`config.mk`:
```
export PLATFORM = sky130hd
export DESIGN_NAME = blocking_fully_assoc_cache
export DESIGN_NICKNAME = d
export VERILOG_FILES = /design/src/hdl/bfac_pkg.sv /design/src/hdl/blocking_fully_assoc_cache.sv /design/src/hdl/bfac_mod.sv
export SDC_FILE = /design/constraint.sdc
export NUM_CORES = 2
export LEC_CHECK = 0
export CAP_MARGIN = 20
export CORE_ASPECT_RATIO = 1.75
export CORE_MARGIN = 5
export CORE_UTILIZATION = 33
export DETAILED_ROUTE_END_ITERATION = 8
export DONT_BUFFER_PORTS = 1
export REMOVE_ABC_BUFFERS = 1
export SYNTH_ARGS = -nofsm -noshare
export SYNTH_HDL_FRONTEND = slang
export SYNTH_SLANG_ARGS = --single-unit
```
`constraint.sdc`:
```
create_clock -name clk -period 16.3 [get_ports clk]
set_clock_uncertainty 0.1 [all_clocks]
set_input_delay 3.26 -clock clk [delete_from_list [all_inputs] [get_ports clk]]
set_output_delay 3.26 -clock clk [all_outputs]
set_load 0.02 [all_outputs]
```
`src/hdl/bfac_pkg.sv`:
```
// Shared types, codes and helpers for the blocking fully associative cache.
`timescale 1ns / 1ps

package bfac_pkg;

    localparam int DEF_ENTRIES    = 8;
    localparam int DEF_LINE_BYTES = 8;
    localparam int DEF_ADDR_BITS  = 32;
    localparam int PORTS          = 4;

    localparam int CMD_W   = 2;
    localparam int PORT_W  = 2;
    localparam int ADDR_W  = 32;
    localparam int DATA_W  = 64;
    localparam int MASK_W  = 8;
    localparam int KIND_W  = 3;
    localparam int LFSR_W  = 16;

    localparam logic [CMD_W-1:0] CMD_READ  = 2'd0;
    localparam logic [CMD_W-1:0] CMD_WRITE = 2'd1;
    localparam logic [CMD_W-1:0] CMD_FILL  = 2'd2;

    localparam logic [KIND_W-1:0] KIND_RESP    = 3'd0;
    localparam logic [KIND_W-1:0] KIND_FETCH   = 3'd1;
    localparam logic [KIND_W-1:0] KIND_WB      = 3'd2;
    localparam logic [KIND_W-1:0] KIND_BUSY    = 3'd3;
    localparam logic [KIND_W-1:0] KIND_NO_MISS = 3'd4;

    localparam logic [LFSR_W-1:0] LFSR_TAPS = 16'hB400;
    localparam logic [LFSR_W-1:0] LFSR_INIT = 16'd1;

    typedef struct packed {
        logic [CMD_W-1:0]  command;
        logic [PORT_W-1:0] port_id;
        logic [ADDR_W-1:0] address;
        logic [DATA_W-1:0] data;
        logic [MASK_W-1:0] byte_mask;
    } req_t;

    typedef struct packed {
        logic [KIND_W-1:0] kind;
        logic [PORT_W-1:0] port_id_out;
        logic [ADDR_W-1:0] line_address;
        logic [DATA_W-1:0] line_data;
        logic              was_hit;
        logic              last;
    } rsp_t;

    // Galois, right shift
    function automatic logic [LFSR_W-1:0] lfsr_step(input logic [LFSR_W-1:0] s);
        logic [LFSR_W-1:0] sh;
        sh = s >> 1;
        return s[0] ? (sh ^ LFSR_TAPS) : sh;
    endfunction

endpackage

```
`src/hdl/blocking_fully_assoc_cache.sv`:
```
// Top level of the blocking fully associative write-allocate cache.
//
//  channel | dir | handshake          | payload
//  req     | in  | req_valid/ready    | req_t: command, port_id, address, data, byte_mask
//  rsp     | out | rsp_valid/ready    | rsp_t: kind, port_id_out, line_address, line_data, ...
//  cfg     | in  | cfg_we             | cfg_wdata: replacement seed, reloads the LFSR
//
// One item per cycle while the input stage is not held. An item is registered,
// then looked up against all tags in parallel, and its zero, one or two results
// are written into a 4-deep output queue, which drives rsp from its read slot.
// The input stage holds while the queue has fewer than two free slots.
// Reset clears line valid bits, the pending miss and the queue; LFSR = 1.
`timescale 1ns / 1ps

module blocking_fully_assoc_cache
    import bfac_pkg::*;
#(
    parameter int ENTRIES    = DEF_ENTRIES,
    parameter int LINE_BYTES = DEF_LINE_BYTES,
    parameter int ADDR_BITS  = DEF_ADDR_BITS
) (
    input  logic              clk,
    input  logic              rst_n,
    input  logic              req_valid,
    output logic              req_ready,
    input  req_t              req,
    output logic              rsp_valid,
    input  logic              rsp_ready,
    output rsp_t              rsp,
    input  logic              cfg_we,
    input  logic [LFSR_W-1:0] cfg_wdata
);

    localparam int AW  = (ADDR_BITS < ADDR_W) ? ADDR_BITS : ADDR_W;
    localparam int LW  = 8 * LINE_BYTES;
    localparam int IW  = $clog2(ENTRIES);
    localparam int OW  = (LINE_BYTES > 1) ? $clog2(LINE_BYTES) : 1;
    localparam int QD  = 4;
    localparam int QPW = 2;

    function automatic logic [LW-1:0] merge(input logic [LW-1:0] line,
                                            input logic [LW-1:0] bytes,
                                            input logic [LINE_BYTES-1:0] mask);
        logic [LW-1:0] res;
        res = line;
        for (int i = 0; i < LINE_BYTES; i++)
        begin
            if (mask[i])
            begin
                res[8*i +: 8] = bytes[8*i +: 8];
            end
        end
        return res;
    endfunction

    // input stage
    req_t                    req_reg;
    logic                    req_vld_reg;
    logic                    proc;

    // cache state
    logic [AW-1:0]           tag_reg   [ENTRIES];
    logic [LW-1:0]           line_reg  [ENTRIES];
    logic [ENTRIES-1:0]      valid_reg;
    logic                    pend_vld_reg;
    logic                    pend_wr_reg;
    logic [PORT_W-1:0]       pend_port_reg;
    logic [AW-1:0]           pend_addr_reg;
    logic [LW-1:0]           pend_bytes_reg;
    logic [LINE_BYTES-1:0]   pend_mask_reg;
    logic [LFSR_W-1:0]       lfsr_reg;

    // output queue
    rsp_t                    q_reg [QD];
    logic [QPW-1:0]          q_wp_reg;
    logic [QPW-1:0]          q_rp_reg;
    logic [QPW:0]            q_cnt_reg;

    // lookup
    logic [AW-1:0]           addr_cut;
    logic [OW-1:0]           offset;
    logic [AW-1:0]           line_addr;
    logic [AW-1:0]           key;
    logic [ENTRIES-1:0]      match;
    logic                    hit;
    logic [IW-1:0]           hit_idx;
    logic                    has_free;
    logic [IW-1:0]           free_idx;
    logic [LFSR_W-1:0]       lfsr_nx;
    logic [IW-1:0]           victim_idx;
    logic                    need_wb;
    logic [IW-1:0]           sel_idx;
    logic [LW-1:0]           sel_line;
    logic [AW-1:0]           sel_tag;
    logic [LW-1:0]           fill_line;
    logic                    port_ok;

    // per-item actions
    rsp_t                    r0;
    rsp_t                    r1;
    logic [1:0]              n_res;
    logic                    line_we;
    logic [LW-1:0]           line_wdata;
    logic                    tag_we;
    logic                    pend_set;
    logic                    pend_clr;
    logic                    lfsr_adv;

    assign proc      = req_vld_reg && (q_cnt_reg <= (QPW+1)'(QD - 2));
    assign req_ready = !req_vld_reg || proc;

    always_ff @(posedge clk or negedge rst_n)
    begin
        if (!rst_n)
        begin
            req_vld_reg <= 1'b0;
        end
        else if (req_ready)
        begin
            req_vld_reg <= req_valid;
        end
    end

    always_ff @(posedge clk)
    begin
        if (req_ready && req_valid)
        begin
            req_reg <= req;
        end
    end

    assign addr_cut = req_reg.address[AW-1:0];

    bfac_mod #(
        .WIDTH   (AW),
        .DIVISOR (LINE_BYTES)
    ) u_align (
        .val (addr_cut),
        .rem (offset)
    );

    assign line_addr = addr_cut - AW'(offset);
    assign key       = (req_reg.command == CMD_FILL) ? pend_addr_reg : line_addr;
    assign port_ok   = 32'(req_reg.port_id) < 32'(PORTS);

    always_comb
    begin
        hit      = 1'b0;
        hit_idx  = '0;
        has_free = 1'b0;
        free_idx = '0;
        for (int i = ENTRIES - 1; i >= 0; i--)
        begin
            match[i] = valid_reg[i] && (tag_reg[i] == key);
            if (match[i])
            begin
                hit     = 1'b1;
                hit_idx = IW'(i);
            end
            if (!valid_reg[i])
            begin
                has_free = 1'b1;
                free_idx = IW'(i);
            end
        end
    end

    assign lfsr_nx = lfsr_step(lfsr_reg);

    bfac_mod #(
        .WIDTH   (LFSR_W),
        .DIVISOR (ENTRIES)
    ) u_victim (
        .val (lfsr_nx),
        .rem (victim_idx)
    );

    assign need_wb = !hit && !has_free;

    always_comb
    begin
        if (req_reg.command != CMD_FILL)
        begin
            sel_idx = hit_idx;
        end
        else if (hit)
        begin
            sel_idx = hit_idx;
        end
        else if (has_free)
        begin
            sel_idx = free_idx;
        end
        else
        begin
            sel_idx = victim_idx;
        end
    end

    assign sel_line  = line_reg[sel_idx];
    assign sel_tag   = tag_reg[sel_idx];
    assign fill_line = pend_wr_reg
                     ? merge(req_reg.data[LW-1:0], pend_bytes_reg, pend_mask_reg)
                     : req_reg.data[LW-1:0];

    always_comb
    begin
        r0         = '0;
        r1         = '0;
        n_res      = 2'd0;
        line_we    = 1'b0;
        line_wdata = fill_line;
        tag_we     = 1'b0;
        pend_set   = 1'b0;
        pend_clr   = 1'b0;
        lfsr_adv   = 1'b0;
        case (req_reg.command) inside
            CMD_READ, CMD_WRITE:
            begin
                if (port_ok)
                begin
                    n_res = 2'd1;
                    if (pend_vld_reg)
                    begin
                        r0.kind        = KIND_BUSY;
                        r0.port_id_out = req_reg.port_id;
                    end
                    else if (hit)
                    begin
                        r0.kind         = KIND_RESP;
                        r0.port_id_out  = req_reg.port_id;
                        r0.line_address = ADDR_W'(line_addr);
                        r0.was_hit      = 1'b1;
                        if (req_reg.command == CMD_WRITE)
                        begin
                            line_we    = 1'b1;
                            line_wdata = merge(sel_line, req_reg.data[LW-1:0],
                                               req_reg.byte_mask[LINE_BYTES-1:0]);
                        end
                        else
                        begin
                            r0.line_data = DATA_W'(sel_line);
                        end
                    end
                    else
                    begin
                        pend_set        = 1'b1;
                        r0.kind         = KIND_FETCH;
                        r0.line_address = ADDR_W'(line_addr);
                    end
                end
            end
            CMD_FILL:
            begin
                if (!pend_vld_reg)
                begin
                    n_res   = 2'd1;
                    r0.kind = KIND_NO_MISS;
                end
                else
                begin
                    line_we  = 1'b1;
                    tag_we   = 1'b1;
                    pend_clr = 1'b1;
                    r1.kind         = KIND_RESP;
                    r1.port_id_out  = pend_port_reg;
                    r1.line_address = ADDR_W'(pend_addr_reg);
                    r1.line_data    = pend_wr_reg ? '0 : DATA_W'(fill_line);
                    if (need_wb)
                    begin
                        lfsr_adv        = 1'b1;
                        n_res           = 2'd2;
                        r0.kind         = KIND_WB;
                        r0.line_address = ADDR_W'(sel_tag);
                        r0.line_data    = DATA_W'(sel_line);
                    end
                    else
                    begin
                        n_res = 2'd1;
                        r0    = r1;
                    end
                end
            end
            default:
            begin
                n_res = 2'd0;
            end
        endcase
        r0.last = (n_res == 2'd1);
        r1.last = 1'b1;
    end

    always_ff @(posedge clk or negedge rst_n)
    begin
        if (!rst_n)
        begin
            valid_reg    <= '0;
            pend_vld_reg <= 1'b0;
            lfsr_reg     <= LFSR_INIT;
        end
        else
        begin
            if (proc && tag_we)
            begin
                valid_reg[sel_idx] <= 1'b1;
            end
            if (proc && pend_set)
            begin
                pend_vld_reg <= 1'b1;
            end
            else if (proc && pend_clr)
            begin
                pend_vld_reg <= 1'b0;
            end
            if (cfg_we)
            begin
                lfsr_reg <= (cfg_wdata == '0) ? LFSR_INIT : cfg_wdata;
            end
            else if (proc && lfsr_adv)
            begin
                lfsr_reg <= lfsr_nx;
            end
        end
    end

    always_ff @(posedge clk)
    begin
        if (proc && line_we)
        begin
            line_reg[sel_idx] <= line_wdata;
        end
        if (proc && tag_we)
        begin
            tag_reg[sel_idx] <= pend_addr_reg;
        end
        if (proc && pend_set)
        begin
            pend_wr_reg    <= (req_reg.command == CMD_WRITE);
            pend_port_reg  <= req_reg.port_id;
            pend_addr_reg  <= line_addr;
            pend_bytes_reg <= req_reg.data[LW-1:0];
            pend_mask_reg  <= req_reg.byte_mask[LINE_BYTES-1:0];
        end
    end

    // output queue
    logic q_pop;
    logic [QPW:0] q_push_n;

    assign q_pop     = rsp_valid && rsp_ready;
    assign q_push_n  = proc ? (QPW+1)'(n_res) : '0;
    assign rsp_valid = (q_cnt_reg != '0);
    assign rsp       = q_reg[q_rp_reg];

    always_ff @(posedge clk or negedge rst_n)
    begin
        if (!rst_n)
        begin
            q_wp_reg  <= '0;
            q_rp_reg  <= '0;
            q_cnt_reg <= '0;
        end
        else
        begin
            q_wp_reg  <= q_wp_reg + QPW'(q_push_n);
            q_rp_reg  <= q_rp_reg + QPW'(q_pop);
            q_cnt_reg <= q_cnt_reg + q_push_n - (QPW+1)'(q_pop);
        end
    end

    always_ff @(posedge clk)
    begin
        if (proc && (n_res != 2'd0))
        begin
            q_reg[q_wp_reg] <= r0;
        end
        if (proc && (n_res == 2'd2))
        begin
            q_reg[q_wp_reg + QPW'(1)] <= r1;
        end
    end

endmodule

```
`src/hdl/bfac_mod.sv`:
```
// Remainder of an unsigned value by a small elaboration-time constant.
`timescale 1ns / 1ps

module bfac_mod #(
    parameter int WIDTH   = 16,
    parameter int DIVISOR = 8
) (
    input  logic [WIDTH-1:0]                                  val,
    output logic [((DIVISOR > 1) ? $clog2(DIVISOR) : 1)-1:0] rem
);

    localparam int NIB  = (WIDTH + 3) / 4;
    localparam int RW   = (DIVISOR > 1) ? $clog2(DIVISOR) : 1;
    localparam int SMAX = NIB * (DIVISOR - 1);
    localparam int SW   = (SMAX > 0) ? $clog2(SMAX + 1) : 1;

    logic [4*NIB-1:0] val_pad;
    logic [RW-1:0]    nib_res [NIB][16];
    logic [RW-1:0]    sum_res [2**SW];
    logic [SW-1:0]    acc;

    assign val_pad = (4*NIB)'(val);

    // residue of each nibble at its weight
    for (genvar j = 0; j < NIB; j++)
    begin : g_nib
        for (genvar n = 0; n < 16; n++)
        begin : g_val
            localparam longint unsigned RES = (64'(n) << (4*j)) % DIVISOR;
            assign nib_res[j][n] = RW'(RES);
        end
    end

    for (genvar s = 0; s < 2**SW; s++)
    begin : g_sum
        localparam int RES = s % DIVISOR;
        assign sum_res[s] = RW'(RES);
    end

    always_comb
    begin
        acc = '0;
        for (int j = 0; j < NIB; j++)
        begin
            acc = acc + SW'(nib_res[j][val_pad[4*j +: 4]]);
        end
    end

    assign rem = sum_res[acc];

endmodule
```
# Word-level counts from Yosys, hierarchy flattened
# Memories as Yosys holds them, arrays and structs flattened.
# Cells that the tools add are included.
[word_totals] wordCells=263 ramBits=1180 output_inout_bits=105 ff_bits=248 mem_bits_ro=864 mem_count=17 inputBits=129
[mem_list] memory="line_reg" words=8 width=64 read_ports=1 rd_ports_with_merged_regs=0 write_ports=1 line_no="blocking_fully_assoc_cache.sv:63" source="logic [LW-1:0] line_reg [ENTRIES];"
[mem_list] memory="q_reg" words=4 width=103 read_ports=1 rd_ports_with_merged_regs=0 write_ports=2 line_no="blocking_fully_assoc_cache.sv:74" source="rsp_t q_reg [QD];"
[mem_list] memory="tag_reg" words=8 width=32 read_ports=9 rd_ports_with_merged_regs=0 write_ports=1 line_no="blocking_fully_assoc_cache.sv:62" source="logic [AW-1:0] tag_reg [ENTRIES];"
[mem_list] memory="(no name shown)" words=64 width=3 read_ports=1 rd_ports_with_merged_regs=0 write_ports=0 line_no="bfac_mod.sv:49" source="assign rem = sum_res[acc];"
[mem_list] memory="(no name shown)" words=32 width=3 read_ports=1 rd_ports_with_merged_regs=0 write_ports=0 line_no="bfac_mod.sv:49"
[mem_list] memory="(no name shown)" words=16 width=3 read_ports=1 rd_ports_with_merged_regs=0 write_ports=0 line_no="bfac_mod.sv:45" source="acc = acc + SW'(nib_res[j][val_pad[4*j +: 4]]);"
[mem_list] memory="11 more memories"
[op_classes] n_addsub=16 n_reduce_logical=30 n_mux=137 bitwise=16 magnitude_cmp=17 n_eq_ne=13
[ops] operator="two-way mux 64 bit" n=7
[ops] operator="equality test 32 bit" n=8
[ops] operator="two-way mux 102 bit" n=2
[ops] operator="two-way mux 101 bit" n=2
[ops] operator="two-way mux 3 bit" n=48
[ops] operator="two-way mux 8 bit" n=16
[ops] operator="two-way mux 100 bit" n=1
[ops] operator="two-way mux 98 bit" n=1
[ops] operator="two-way mux 97 bit" n=1
[ops] operator="two-way mux 96 bit" n=1
[ops] operator="two-way mux 65 bit" n=1
[ops] operator="two-way mux 16 bit" n=4
[ops] operator="greater-or-equal comparator 5 bit, second input constant" n=12
[ops] operator="inverter 4 -> 5 bit" n=12
[ops] operator="two-way mux 1 bit" n=42
[ops] operator="adder 6 x 3 -> 6 bit" n=6
[ops] operator="two-way mux 32 bit" n=1
[ops] operator="subtractor 32 x 3 -> 32 bit" n=1
[ops] operator="logical AND 1 bit" n=19
[ops] operator="logical NOT 16 bit" n=1
[ops] operator="two-way mux 2 bit" n=8
[ops] operator="adder 5 x 3 -> 5 bit" n=2
[ops] operator="adder 3 x 3 -> 4 bit" n=2
[ops] operator="OR 8 bit" n=1
[ops] operator="24 further kinds" n=30

# Logic depth before layout (Yosys ltp)
[logic_depth] depth_word=37 mapped_depth=23 depth_no_buf=18

# By module
# A second synthesis with hierarchy kept.
[hier_totals] hier_cells=5826 hier_area_um2=72539.6
[modules_own_cells] module="blocking_fully_assoc_cache" area_per_inst_um2=72494.5 n_inst=1 cells_each=5820
[modules_own_cells] module="bfac_mod" area_per_inst_um2=22.5 n_inst=2 cells_each=3

# Worst setup path before layout
# OpenSTA, ideal clock, no wires.
[synth_timing] path_kind="register -> register" from="register req_reg[107] (netlist name)" to="register pend_addr_reg[10] (enable)" setup_time_ps=824 arrival_time_ps=12366 synth_period_minus_slack_ps=13290 n_path_buf=3 required_time_ps=15376 path_stages_with_launch=13 path_slack_ps=3010 cell_sequence="edfxtp_1 nand2b_1 buf_6 buf_6 buf_8 mux2i_1 xnor2_1 nor4_1 and3_1 and4b_1 nor2_1 nand3_2 nor4_1"
[synth_via] elab_chain_len=16 word_cells_on_any_way=33 classes_between="eq/ne (10); mux (12); reduce/logical (11)"
[synth_rtl] element="start, declared" line_no="blocking_fully_assoc_cache.sv:57" source="req_t req_reg;"
[synth_rtl] element="start signal, assigned" line_no="blocking_fully_assoc_cache.sv:128" source="req_reg <= req;"
[synth_rtl] element="equality test 2 bit" line_no="blocking_fully_assoc_cache.sv:143" source="assign key = (req_reg.command == CMD_FILL) ? pend_addr_reg : line_addr;"
[synth_rtl] element="two-way mux 32 bit" line_no="blocking_fully_assoc_cache.sv:143"
[synth_rtl] element="equality test 32 bit" line_no="blocking_fully_assoc_cache.sv:154" source="match[i] = valid_reg[i] && (tag_reg[i] == key);"
[synth_rtl] element="logical AND 1 bit" line_no="blocking_fully_assoc_cache.sv:154"
[synth_rtl] element="two-way mux 1 bit (8 in series)" line_no="blocking_fully_assoc_cache.sv:155" source="if (match[i])"
[synth_rtl] element="two-way mux 1 bit" line_no="blocking_fully_assoc_cache.sv:228" source="else if (hit)"
[synth_rtl] element="two-way mux 1 bit" line_no="blocking_fully_assoc_cache.sv:223" source="if (pend_vld_reg)"
[synth_rtl] element="two-way mux 1 bit (*)" line_no="blocking_fully_assoc_cache.sv:217" source="case (req_reg.command) inside"
[synth_rtl] element="logical AND 1 bit (*)" line_no="blocking_fully_assoc_cache.sv:336" source="if (proc && pend_set)"
[synth_rtl] element="end signal, assigned" line_no="blocking_fully_assoc_cache.sv:340" source="pend_addr_reg <= line_addr;"
[synth_rtl] element="end, declared" line_no="blocking_fully_assoc_cache.sv:68" source="logic [AW-1:0] pend_addr_reg;"
# Every way passes the cells marked *; elsewhere a longest branch is shown, timed or not.
# A chain may end at the register's enable or synchronous reset.

# Worst setup path after layout
[layout_timing] from="register req_reg[107] (netlist name)" to="memory line_reg[4][31] (netlist name), data pin"
[layout_via] elab_chain_len=20 word_cells_on_any_way=46 classes_between="eq/ne (11); mux (24); reduce/logical (10); memory (1)"
[layout_rtl] element="equality test 2 bit" line_no="blocking_fully_assoc_cache.sv:143"
[layout_rtl] element="two-way mux 32 bit" line_no="blocking_fully_assoc_cache.sv:143"
[layout_rtl] element="equality test 32 bit" line_no="blocking_fully_assoc_cache.sv:154"
[layout_rtl] element="logical AND 1 bit" line_no="blocking_fully_assoc_cache.sv:154"
[layout_rtl] element="two-way mux 3 bit / two-way mux 1 bit (equally long branches) (8 in series)" line_no="blocking_fully_assoc_cache.sv:155"
[layout_rtl] element="two-way mux 3 bit" line_no="blocking_fully_assoc_cache.sv:186" source="else if (hit)"
[layout_rtl] element="two-way mux 3 bit" line_no="blocking_fully_assoc_cache.sv:182" source="if (req_reg.command != CMD_FILL)"
[layout_rtl] element="memory (8 x 64 bit)"
[layout_rtl] element="two-way mux 8 bit" line_no="blocking_fully_assoc_cache.sv:48" source="if (mask[i])"
[layout_rtl] element="two-way mux 64 bit" line_no="blocking_fully_assoc_cache.sv:234" source="if (req_reg.command == CMD_WRITE)"
[layout_rtl] element="two-way mux 64 bit" line_no="blocking_fully_assoc_cache.sv:228"
[layout_rtl] element="two-way mux 64 bit" line_no="blocking_fully_assoc_cache.sv:223"
[layout_rtl] element="two-way mux 64 bit (*)" line_no="blocking_fully_assoc_cache.sv:217"
[layout_rtl] element="named net line_wdata[31]" line_no="blocking_fully_assoc_cache.sv:103" source="logic [LW-1:0] line_wdata;"
[layout_rtl] element="end, declared" line_no="blocking_fully_assoc_cache.sv:63"
# Mark *: on every way through the listed nets, which the timed path passes. The rest lies on a longest branch.

==> results.sh <==
export IMPL_stdcell_area_um2=69300
export IMPL_cts_resized=0
export IMPL_power_mw=10.7
export IMPL_timing_hold_ws_ns=0.361
export IMPL_maxSlewViolCount=0
export IMPL_synthCells=4566
export IMPL_hold_viol=0
export IMPL_multi_input_area_um2=18800
export IMPL_drc_errors=0
export IMPL_routabilityCongestion=0.983
export IMPL_maxCapViolations=0
export IMPL_antenna_found_initial=18
export IMPL_grt_pass1_wl_mm=328
export IMPL_rows=210
export IMPL_place_area_um2=64600
export IMPL_synth_commonest_cells="1337 x edfxtp_1, 482 x o22ai_1, 352 x nand2_1"
export IMPL_criticalPathCategory="flip-flop to flip-flop"
export IMPL_hp_class="flip-flop to flip-flop"
export IMPL_yosys_area_top_type="edfxtp_1"
export IMPL_synth_top_flop_cell="edfxtp_1"
export IMPL_slew_limit_headroom=0.206
export IMPL_fin_setup_tns_ns=0
export IMPL_clock_latency_ns=0.81
export IMPL_grt_use_total=0.235
export IMPL_pre_cts_ws_ns=7.52
export IMPL_hpwl_mm=152
export IMPL_fillers=17600
export IMPL_boundaryPins=234
export IMPL_crit_required_ns=16.68
export IMPL_largest_register_ffs=512
export IMPL_cts_made_buffers=142
export IMPL_synth_ff_latch_count=1390
export IMPL_globalRoute_totalOverflow=0
export IMPL_syn_cell_area_um2=61800
export IMPL_seq_area_frac_synth=0.669
export IMPL_yosysMostFrequentCell="edfxtp_1"
export IMPL_die_w_um=337
export IMPL_critPathMaxFanout=63
export IMPL_worstPathArrival_ns=9.26
export IMPL_port_buffers=0
export IMPL_tightest_slew_ns=1.18
export IMPL_die_area_um2=196000
export IMPL_rsz0062_at_grt="no"
export IMPL_start_util=0.331
export IMPL_postRouteAntennaNets=0
export IMPL_fin_crit_ns=8.88
export IMPL_grt_max_degree=118
export IMPL_final_cells=7059
export IMPL_cts_hold_buf=0
export IMPL_die_height_um=583
export IMPL_finalSetupViolCount=0
export IMPL_synth_cell_type_count=104
export IMPL_yosys_top_cells_area="edfxtp_1 65%, o22ai_1 4.9%, mux4_2 3.7%, o21ai_0 2.7%, nand2_1 2.1%"
export IMPL_status="finished clean"
export IMPL_cts_setup_buffers=0
export IMPL_yosysWarningCount=0
export IMPL_post_route_util=0.371
export IMPL_timing_final_ws_setup_ns=7.42
export IMPL_final_seq_area_um2=41400
export IMPL_first_pass_iters=9
export IMPL_nNetsFinal=4627
export IMPL_clockBufferDepth=3
export IMPL_syn2layout_area_growth_pct=12.0
export IMPL_drive_gt1_frac=0.122
export IMPL_clockRootBuffer="clkbuf_16"
export IMPL_drtIter0Drc=5854
export IMPL_clock_sinks=1390
export IMPL_crit_path_end_kind="flip-flop"
export IMPL_powerDensity_nw_per_um2=154
export IMPL_fmax_ghz=0.113
export IMPL_vias_per_cell=6.17
export IMPL_clk_pin_slew_ns=0.06
export IMPL_fin_crit_sh=0.545
export IMPL_synth_top_area_frac=0.649
export IMPL_wl_per_cell_um=33.8
export IMPL_vias=43600
export IMPL_leakagePower_nw=21.7
export IMPL_fp_coreArea_um2=187000
export IMPL_routed_wl_mm=238
export IMPL_start_kind="flip-flop"
export IMPL_syn_area_per_cell_um2=13.5
export IMPL_placedCellCount=6780
export IMPL_cts_tree="built"
export IMPL_async_reset_ff_frac=0.0237
export IMPL_synth_edf_count=1337
export IMPL_h_tree_depth=4
export IMPL_grt_pass1_vias=42500
export IMPL_ir_drop_v=0.0000861
layout by cell type, fill, tap and decap left out, types with 40 or more instances in the layout:
cell | Yosys | final
edfxtp_1 | 1337 | 1337
o22ai_1 | 482 | 482
nand2_1 | 352 | 340
o21ai_0 | 338 | 338
nor2_1 | 228 | 216
clkbuf_16 | 0 | 146
xnor2_1 | 144 | 144
buf_4 | 19 | 121
mux4_2 | 101 | 101
a21oi_1 | 95 | 94
inv_1 | 91 | 91
o211ai_1 | 80 | 80
nor3_1 | 78 | 68
xor2_1 | 68 | 68
nand3_1 | 55 | 53
a31oi_1 | 51 | 51
nor4_1 | 48 | 47
a22oi_1 | 45 | 44
mux2i_1 | 41 | 41
o32ai_1 | 40 | 40
and2_1 | 42 | 40
final cells by class:
cell class	count	area share
Clock inverter	91	0.0121
Clock buffer	171	0.0543
Antenna cell	11	0.000397
Sequential cell	1390	0.598
Inverter	92	0.00502
Timing Repair Buffer	127	0.0145
Tap cell	2438	0.0440
Multi-Input combinational cell	2739	0.272
critical path: stages (launching register included):
cell      delay (ns)
edfxtp_1        0.73
nand2b_4        0.64
buf_4           0.68
mux2i_2         0.63
xnor2_1         0.12
nor4_1          0.95
nand3_1         0.33
nor4_2          0.51
nor2_1          0.27
nand3_4         0.50
buf_4           0.66
buf_4           0.86
nor2_1          0.09
nor3_1          0.27
o221a_2         0.31
inv_1           0.06
o21ai_0         0.70
kinds of logic after synthesis:
kind of cell	Yosys count	synth area share
AO/OA/AOI/OAI	1395	0.147
flip-flops	1390	0.669
AND/OR/NAND/NOR	956	0.0725
buffers and inverters	440	0.0308
XOR/XNOR	212	0.0300
multiplexers	166	0.0489
adder cells (fa/ha/maj)	6	0.00134
other	1	0.0000607
worst paths after layout:
check                               from               to  slack [ns]  cells after the start
max                         req_reg[107]  line_reg[4][31]        7.42                     16
min                        q_reg[2][101]    q_reg[2][101]        0.36                      2
max reg2reg                 req_reg[107]  line_reg[4][31]        7.42                     16
min reg2reg                q_reg[2][101]    q_reg[2][101]        0.36                      2
max in group asynchronous          rst_n      lfsr_reg[0]       13.86                      0
min in group asynchronous          rst_n      lfsr_reg[9]        2.06                      0
where the power goes:
part           switching, mW  internal [mW]
registers              0.281           4.38
logic                   2.01          0.703
clock network           1.46           1.83
per-layer routing:
| metal | up-vias | track usage | part of all wire |
|---|---|---|---|
| met3 | 729 | 0.0537 | 0.093 |
| met5 | - | 0 | 0.00017 |
| li1 | 18000 | - | - |
| met2 | 2821 | 0.394 | 0.49 |
| met4 | 6 | 0.154 | 0.076 |
| met1 | 22100 | 0.270 | 0.34 |
Power figures use the tool's default switching activity.
